--- src/hdl/prqs_pkg.sv ---
`default_nettype none
package prqs_pkg;

    typedef enum logic [1:0] {
        CMD_MAKE_READY = 2'd0,
        CMD_SCHEDULE   = 2'd1,
        CMD_MR_SCHED   = 2'd2,
        CMD_BLOCK      = 2'd3
    } cmd_code_t;

    // controller to datapath
    typedef struct packed {
        logic load;
        logic block_cur;
        logic ap_rd;
        logic ap_wr;
        logic sel_cur;
        logic pick;
        logic pop_chk;
        logic pop_wr;
    } dp_ctl_t;

    // datapath to controller
    typedef struct packed {
        logic ap_ok;
        logic requeue;
        logic any_ready;
        logic last;
    } dp_stat_t;

endpackage
`default_nettype wire

--- src/hdl/prqs_ram.sv ---
`default_nettype none
module prqs_ram #(
    parameter int WIDTH = 8,
    parameter int DEPTH = 16
) (
    input  wire logic                     clk,
    input  wire logic [$clog2(DEPTH)-1:0] addr,
    input  wire logic                     we,
    input  wire logic [WIDTH-1:0]         wdata,
    output logic      [WIDTH-1:0]         rdata
);
    logic [WIDTH-1:0] mem [DEPTH];

    always_ff @(posedge clk)
    begin
        if (we)
        begin
            mem[addr] <= wdata;
        end
        rdata <= mem[addr];
    end
endmodule
`default_nettype wire

--- src/hdl/prqs_ctrl.sv ---
`default_nettype none
module prqs_ctrl
    import prqs_pkg::*;
(
    input  wire logic       clk,
    input  wire logic       rst_n,
    input  wire logic       start,
    input  wire logic [1:0] cmd,
    input  wire dp_stat_t   stat,
    output dp_ctl_t         ctl,
    output logic            busy,
    output logic            done
);
    typedef enum logic [3:0] {
        S_IDLE, S_DISP, S_AP_RD, S_AP_WR, S_SCHED, S_RQ_RD, S_RQ_WR,
        S_PICK, S_POP_CHK, S_POP_WR, S_FIN
    } state_t;

    state_t    state_reg, state_next;
    cmd_code_t cmd_reg;

    always_comb
    begin
        state_next = state_reg;
        case (state_reg)
            S_IDLE:    if (start) state_next = S_DISP;
            S_DISP:
            begin
                case (cmd_reg)
                    CMD_MAKE_READY: state_next = stat.ap_ok ? S_AP_RD : S_FIN;
                    CMD_MR_SCHED:   state_next = stat.ap_ok ? S_AP_RD : S_SCHED;
                    default:        state_next = S_SCHED;
                endcase
            end
            S_AP_RD:   state_next = S_AP_WR;
            S_AP_WR:   state_next = (cmd_reg == CMD_MAKE_READY) ? S_FIN : S_SCHED;
            S_SCHED:   state_next = stat.requeue ? S_RQ_RD : S_PICK;
            S_RQ_RD:   state_next = S_RQ_WR;
            S_RQ_WR:   state_next = S_PICK;
            S_PICK:    state_next = stat.any_ready ? S_POP_CHK : S_FIN;
            S_POP_CHK: state_next = stat.last ? S_FIN : S_POP_WR;
            S_POP_WR:  state_next = S_FIN;
            S_FIN:     state_next = S_IDLE;
            default:   state_next = S_IDLE;
        endcase
    end

    always_ff @(posedge clk or negedge rst_n)
    begin
        if (!rst_n)
        begin
            state_reg <= S_IDLE;
            cmd_reg   <= CMD_MAKE_READY;
        end
        else
        begin
            state_reg <= state_next;
            if (state_reg == S_IDLE && start)
            begin
                cmd_reg <= cmd_code_t'(cmd);
            end
        end
    end

    always_comb
    begin
        ctl.load      = (state_reg == S_IDLE) && start;
        ctl.block_cur = (state_reg == S_DISP) && (cmd_reg == CMD_BLOCK);
        ctl.ap_rd     = (state_reg == S_AP_RD) || (state_reg == S_RQ_RD);
        ctl.ap_wr     = (state_reg == S_AP_WR) || (state_reg == S_RQ_WR);
        ctl.sel_cur   = (state_reg == S_RQ_RD) || (state_reg == S_RQ_WR);
        ctl.pick      = (state_reg == S_PICK);
        ctl.pop_chk   = (state_reg == S_POP_CHK);
        ctl.pop_wr    = (state_reg == S_POP_WR);
    end

    assign busy = (state_reg != S_IDLE);
    assign done = (state_reg == S_FIN);
endmodule
`default_nettype wire

--- src/hdl/prqs_dpath.sv ---
`default_nettype none
module prqs_dpath
    import prqs_pkg::*;
#(
    parameter int NUM_LEVELS = 64,
    parameter int NUM_TASKS  = 32
) (
    input  wire logic       clk,
    input  wire logic       rst_n,
    input  wire logic [4:0] task_id,
    input  wire logic [5:0] prio_level,
    input  wire dp_ctl_t    ctl,
    output dp_stat_t        stat,
    output logic [4:0]      running_task,
    output logic            running_valid,
    output logic [5:0]      running_prio,
    output logic            switched
);
    localparam int LW = $clog2(NUM_LEVELS);
    localparam int TW = $clog2(NUM_TASKS);

    logic [4:0]            task_reg;
    logic [5:0]            prio_reg;
    logic [LW-1:0]         lv_reg;
    logic [NUM_LEVELS-1:0] ready_reg;
    logic [TW-1:0]         cur_id_reg;
    logic [LW-1:0]         cur_lv_reg;
    logic                  present_reg, running_reg, sw_reg;

    logic [TW-1:0]         ap_task, head_rd, tail_rd, link_rd;
    logic [LW-1:0]         ap_lv, ffs;
    logic [NUM_LEVELS-1:0] lowest;
    logic [LW-1:0]         head_addr, tail_addr;
    logic [TW-1:0]         link_addr, head_wd;
    logic                  head_we, tail_we, link_we, lv_ready;

    assign ap_task  = ctl.sel_cur ? cur_id_reg : TW'(task_reg);
    assign ap_lv    = ctl.sel_cur ? cur_lv_reg : LW'(prio_reg);
    assign lv_ready = ready_reg[ap_lv];

    // isolate lowest set bit, then encode its position
    assign lowest = ready_reg & (~ready_reg + NUM_LEVELS'(1));
    always_comb
    begin
        ffs = '0;
        for (int i = 0; i < NUM_LEVELS; i++)
        begin
            if (lowest[i])
            begin
                ffs = ffs | LW'(i);
            end
        end
    end

    assign head_addr = ctl.pick ? ffs : (ctl.ap_wr ? ap_lv : lv_reg);
    assign head_we   = (ctl.ap_wr && !lv_ready) || ctl.pop_wr;
    assign head_wd   = ctl.pop_wr ? link_rd : ap_task;
    assign tail_addr = ctl.pick ? ffs : ap_lv;
    assign tail_we   = ctl.ap_wr;
    assign link_addr = ctl.ap_wr ? tail_rd : head_rd;
    assign link_we   = ctl.ap_wr && lv_ready;

    prqs_ram #(.WIDTH(TW), .DEPTH(NUM_LEVELS)) u_head (
        .clk(clk), .addr(head_addr), .we(head_we), .wdata(head_wd), .rdata(head_rd)
    );
    prqs_ram #(.WIDTH(TW), .DEPTH(NUM_LEVELS)) u_tail (
        .clk(clk), .addr(tail_addr), .we(tail_we), .wdata(ap_task), .rdata(tail_rd)
    );
    prqs_ram #(.WIDTH(TW), .DEPTH(NUM_TASKS)) u_link (
        .clk(clk), .addr(link_addr), .we(link_we), .wdata(ap_task), .rdata(link_rd)
    );

    always_ff @(posedge clk)
    begin
        if (ctl.load)
        begin
            task_reg <= task_id;
            prio_reg <= prio_level;
        end
        if (ctl.pick)
        begin
            lv_reg <= ffs;
        end
    end

    always_ff @(posedge clk or negedge rst_n)
    begin
        if (!rst_n)
        begin
            ready_reg   <= '0;
            cur_id_reg  <= '0;
            cur_lv_reg  <= '0;
            present_reg <= 1'b0;
            running_reg <= 1'b0;
            sw_reg      <= 1'b0;
        end
        else
        begin
            if (ctl.load)
            begin
                sw_reg <= 1'b0;
            end
            if (ctl.block_cur)
            begin
                running_reg <= 1'b0;
            end
            if (ctl.ap_wr && !lv_ready)
            begin
                ready_reg[ap_lv] <= 1'b1;
            end
            if (ctl.pick)
            begin
                cur_id_reg  <= '0;
                cur_lv_reg  <= '0;
                present_reg <= 1'b0;
                running_reg <= 1'b0;
            end
            if (ctl.pop_chk)
            begin
                if (head_rd == tail_rd)
                begin
                    ready_reg[lv_reg] <= 1'b0;
                end
                cur_id_reg  <= head_rd;
                cur_lv_reg  <= lv_reg;
                present_reg <= 1'b1;
                running_reg <= 1'b1;
                sw_reg      <= 1'b1;
            end
        end
    end

    assign stat.ap_ok     = (int'(task_reg) < NUM_TASKS) && (int'(prio_reg) < NUM_LEVELS);
    assign stat.requeue   = present_reg && running_reg;
    assign stat.any_ready = |ready_reg;
    assign stat.last      = (head_rd == tail_rd);

    assign running_task  = 5'(cur_id_reg);
    assign running_valid = present_reg;
    assign running_prio  = 6'(cur_lv_reg);
    assign switched      = sw_reg;
endmodule
`default_nettype wire

--- src/hdl/priority_ready_queue_scheduler_unit.sv ---
`default_nettype none
// Channel     Handshake                 Payload
// ----------  ------------------------  -----------------------------------------
// command     start & !busy             cmd, task_id, prio_level
// result      done (one-cycle strobe)   running_task, running_valid,
//                                       running_prio, switched
//
// One transaction at a time. Make ready reads, then writes its level's head/tail
// entries; schedule re-queues a running task the same way, then pops the head of
// the lowest-numbered ready level; block drops the running flag, then schedules;
// make ready then schedule does both. Head, tail and link RAMs are single-port.
// Reset clears the ready bitmap and current task; RAM contents need no clear.
// The receiver cannot stall: done is high for exactly one cycle.
module priority_ready_queue_scheduler_unit
    import prqs_pkg::*;
#(
    parameter int NUM_LEVELS = 64,
    parameter int NUM_TASKS  = 32
) (
    input  wire logic       clk,
    input  wire logic       rst_n,
    input  wire logic       start,
    output logic            busy,
    input  wire logic [1:0] cmd,
    input  wire logic [4:0] task_id,
    input  wire logic [5:0] prio_level,
    output logic            done,
    output logic [4:0]      running_task,
    output logic            running_valid,
    output logic [5:0]      running_prio,
    output logic            switched
);
    dp_ctl_t  ctl;
    dp_stat_t stat;

    // sequencer: decodes the command and steps through append and pop
    prqs_ctrl u_ctrl (
        .clk(clk), .rst_n(rst_n), .start(start), .cmd(cmd),
        .stat(stat), .ctl(ctl), .busy(busy), .done(done)
    );

    // queue tables, ready bitmap, current task
    prqs_dpath #(.NUM_LEVELS(NUM_LEVELS), .NUM_TASKS(NUM_TASKS)) u_dpath (
        .clk(clk), .rst_n(rst_n), .task_id(task_id), .prio_level(prio_level),
        .ctl(ctl), .stat(stat), .running_task(running_task),
        .running_valid(running_valid), .running_prio(running_prio),
        .switched(switched)
    );

    // result strobe ends the transaction
    a_done_idle: assert property (@(posedge clk) disable iff (!rst_n)
        done |=> !busy) else $error("busy after done");

    // a transaction is taken up on the cycle after start
    a_start_busy: assert property (@(posedge clk) disable iff (!rst_n)
        (start && !busy) |=> busy) else $error("start not taken");

    // no current task reports zero id and level
    a_idle_zero: assert property (@(posedge clk) disable iff (!rst_n)
        (done && !running_valid) |-> (running_task == 5'd0 && running_prio == 6'd0))
        else $error("stale current task");

    // a dispatch always leaves a current task
    a_sw_valid: assert property (@(posedge clk) disable iff (!rst_n)
        (done && switched) |-> running_valid) else $error("switch without task");
endmodule
`default_nettype wire

--- config.mk ---
export PLATFORM = sky130hd
export DESIGN_NAME = priority_ready_queue_scheduler_unit
export DESIGN_NICKNAME = d
export VERILOG_FILES = /design/src/hdl/prqs_pkg.sv /design/src/hdl/prqs_ram.sv /design/src/hdl/prqs_ctrl.sv /design/src/hdl/prqs_dpath.sv /design/src/hdl/priority_ready_queue_scheduler_unit.sv
export SDC_FILE = /design/constraint.sdc
export NUM_CORES = 1
export LEC_CHECK = 0
export BUFFER_PORTS_ARGS = -buffer_cell sky130_fd_sc_hd__buf_2
export CAP_MARGIN = 20
export CORE_MARGIN = 3
export CORE_UTILIZATION = 50
export CTS_BUF_LIST = sky130_fd_sc_hd__clkbuf_8
export CTS_CLUSTER_SIZE = 30
export DETAILED_ROUTE_END_ITERATION = 7
export GPL_TIMING_DRIVEN = 0
export HOLD_SLACK_MARGIN = 0.15
export PLACE_DENSITY = 0.74
export SYNTH_ARGS = -nofsm -noshare
export SYNTH_HDL_FRONTEND = slang
export SYNTH_SLANG_ARGS = --single-unit
export TNS_END_PERCENT = 1
--- constraint.sdc ---
create_clock -name clk -period 11.5 [get_ports clk]
set_clock_uncertainty 0.2 [all_clocks]
set_input_delay 1.15 -clock clk [delete_from_list [all_inputs] [get_ports clk]]
set_output_delay 1.15 -clock clk [all_outputs]
set_load 0.01 [all_outputs]
==> metrics.md <==
| Metric | Value |
|---|---|
| CP required | 11.72 ns |
| Setup bufs post-CTS | 0 |
| Worst reg-to-reg setup slack | 4.64 ns |
| Cells after Synth | 3045 |
| Yosys warns | 0 |
| Initial Utilization | 51.0% |
| Worst setup slack after placement | 4.70 ns |
| Pin count of the biggest net entering global routing | 93 |
| Metal-1 WL | 46100 um |
| Fmax | 0.146 GHz |
| Final HPWL DP | 82600 um |
| Startpoint Class | flip-flop |
| Slew Limit Fails | 0 |
| Worst Path Class, Setup | reg -> reg |
| Crit path capture type | flip-flop |
| Final hold viol count | 0 |
| Final Total Pwr | 14.4 mW |
| Vias/cell | 6.58 |
| Grt ovf | 0 |
| Final nets | 3278 |
| Syn_area_per_cell | 13.1 sq um |
| Worst-margin pin slew | 1.20 ns |
| Die footprint | 0.0830 sq mm |
| Placed cells | 4136 |
| Top Layer Used | met5 |
| HP Class | reg -> reg |
| Clock network power share | 18.2% |
| Post-route DRC | 0 |
| Clock Tree Root | clkbuf_8 |
| Register area | 0.0269 sq mm |
| WL met2 | 54300 um |
| Number of flops mapped to enable cells by yosys | 817 |
| Share of cells above drive strength 1 | 13.1% |
| Top cells by area, synth | edfxtp_1 (62%), dfrtp_1 (5.3%), nand2_1 (4.1%) |
| Seq/Total Area, Yosys | 67.7% |
| Total routed wirelength | 122000 um |
| Top-area cell type share of the netlist area | 61.6% |
| Fill cell count | 6274 |
| Die Wd | 288 um |
| Drt initial violations | 4733 |
| LEAKAGE | 15.4 nW |
| Switching Share | 47.4% |
| Vias | 29060 |
| Area grow syn2layout | 11.6% |
| Port buffer count | 30 |
| Core area | 0.0781 sq mm |
| Top Ports | 31 |
| Pwr dens | 324 mW/mm^2 |
| Setup TNS | 0 ns |
| Top flop regs | u_dpath.u_head.mem (320), u_dpath.u_tail.mem (320), u_dpath.u_link.mem (160) |
| CTS clk-pin slew, worst paths | 0.06 ns |
| Flop pwr share | 30.8% |
| GP Congestion | 1.02 |
| Cell accounting for the most synthesized area | edfxtp_1 |
| Combinational share of power | 51.0% |
| Max-cap viol count | 0 |
| Most used DFF post-synth | edfxtp_1 |
| Critical path peak fanout | 10 |
| Sw power | 6.82 mW |
| Mean routed wirelength per cell | 27.7 um |
| Area of the multi-input gates | 0.0120 sq mm |
| Drt pass-1 iters | 6 |
| Cells resized by post-CTS repair | 0 |
| Clock Tree Buf Depth | 3 |
| Slew margin rel. | 19.4% |
| Cts bufs inserted | 149 |
| Status | finished clean |
| Post-layout min period | 6.86 ns |
| Die Ht | 288 um |
| CTS tree | yes |
| Worst skew pair latency | 0.82 ns |
| Final ANT Viol Nets | 0 |
| Worst vdd ir | 194 uV |
| H-tree depth | 4 |
| Tcrit/Tclk final | 59.6% |
| Hold_ws | 0.291 ns |
| Vias in the first global route | 27863 |
| Row Count | 102 |
| Non-Filler Instances | 4419 |
| CP arrival | 7.08 ns |
| All-Layer GR Usage | 29.2% |
| Initial antenna violation count | 8 |
| Int Pwr | 7.56 mW |
| TritonCTS Sinks | 916 |
| Syn nets | 3061 |
| Setup ws final | 4.64 ns |
| DR WL met3 | 16500 um |
| RSZ-0062 raised after global routing | no |
| Asr flop ratio synth | 9.17% |
| First-pass GRT wire length | 179000 um |
| Netlist Area Pre-Place | 0.0398 sq mm |
| Seq cells post-synth | 916 |
| Distinct cells, synth | 94 |
| Final setup viols | 0 |
cell type report:
class / instances / share of cell area [%]
Antenna cell: 4 / 0.0225
Timing Repair Buffer: 66 / 1.27
Clock buffer: 154 / 4.77
Clock inverter: 110 / 1.32
Inverter: 28 / 0.237
Sequential cell: 916 / 60.7
Buffer: 177 / 1.87
Multi-Input combinational cell: 1924 / 26.9
Tap cell: 1040 / 2.93
per-layer routing:
layer	vias up	GRT usage, %
li1	12197	-
met1	14076	39.7
met2	2350	43.8
met3	435	8.63
met4	2	13.1
met5	-	0
synthesized netlist by cell type, types with 12 or more instances:
cell       instances
a2111oi_0         15
a211oi_1          46
a21o_1            21
a21oi_1          179
a221oi_1          19
a22o_1            25
a22oi_1           39
a2bb2oi_1         12
a311oi_1          13
a31oi_1           52
and2_1            12
and3_1            27
buf_1             20
buf_2             54
clkbuf_1          85
dfrtp_1           84
dfxtp_1           15
edfxtp_1         817
inv_1             27
mux2_2            23
mux2i_1           97
mux4_2            46
nand2_1          436
nand2b_1          18
nand3_1          152
nand4_1           38
nor2_1           260
nor2b_1           32
nor3_1            61
nor4_1            52
o211ai_1          15
o21ai_0           26
o22ai_1           16
or3_1             12
kinds of logic after synthesis:
family	synth area share, %
compound gates	9.74
xor+xnor	0.154
buf+inv	2.34
flops	67.7
mux	5.73
simple gates	14.4
power groups by stage:
stage | clock, mW | sequential (mW) | combinational (mW)
floorplan | 0 | 4.41 | 4.27
CTS | 2.63 | 4.42 | 7.03
detailed placement | 0 | 4.49 | 7.00
finish | 2.62 | 4.44 | 7.33
global placement | 0 | 4.51 | 6.84
global route | 2.78 | 4.45 | 7.63
layout by cell type (no fill, tap or decap), types with 16 or more instances in the layout:
cell type  count
clkbuf_8     154
nor4_1        52
a21oi_1      179
o21ai_0       26
inv_1         77
clkinv_2      17
a22o_1        25
a22oi_1       39
buf_2         93
nand3_1      152
nor2_1       260
a221oi_1      19
buf_1         20
nand2b_1      18
a211oi_1      46
and3_1        27
edfxtp_1     817
clkbuf_1      85
nor2b_1       32
mux2_2        18
clkinv_1      28
dfrtp_1       84
mux2i_1       97
nor3_1        61
nand4_1       38
o22ai_1       16
mux4_2        46
a21o_1        21
a31oi_1       52
nand2_1      436
through the flow:
stage / cell area (sq um) / util [%]
after floorplan: 39800 / -
after global placement: 41300 / 52.8
after detailed placement: 41600 / 53.2
after CTS: 44300 / 56.7
after global routing: 44400 / 56.8
final: 44400 / 56.9
final timing paths:
path	from	end	cells after the start
setup reg to reg	u_dpath.ready_reg[1]	u_dpath.u_head.mem[39][2]	13
hold reg to reg	u_dpath.switched	u_dpath.switched	2
max in group asynchronous	rst_n	u_dpath.ready_reg[13]	3
min in group asynchronous	rst_n	u_dpath.ready_reg[25]	2
hold / removal	u_dpath.switched	u_dpath.switched	2
setup / recovery	u_dpath.ready_reg[1]	u_dpath.u_head.mem[39][2]	13
critical path: stages, from the launching register on:
cell and delay [ns]:
dfrtp_1 0.49, nor4_4 0.52, nand4_4 0.32, buf_6 0.26, nor4_2 0.64, a211oi_1 0.22, o211ai_2 0.21, nor4_1 0.14
nor2_2 0.21, buf_2 0.36, buf_1 0.54, clkbuf_1 0.66, nand3_1 0.65, nor4_1 1.05
timing repair:
item / CTS / global route
hold buffers: 1 / 0
endpoints found under the setup margin: 0 / 0
endpoints found under the hold margin: 13 / 0
Power figures use the tool's default switching activity.
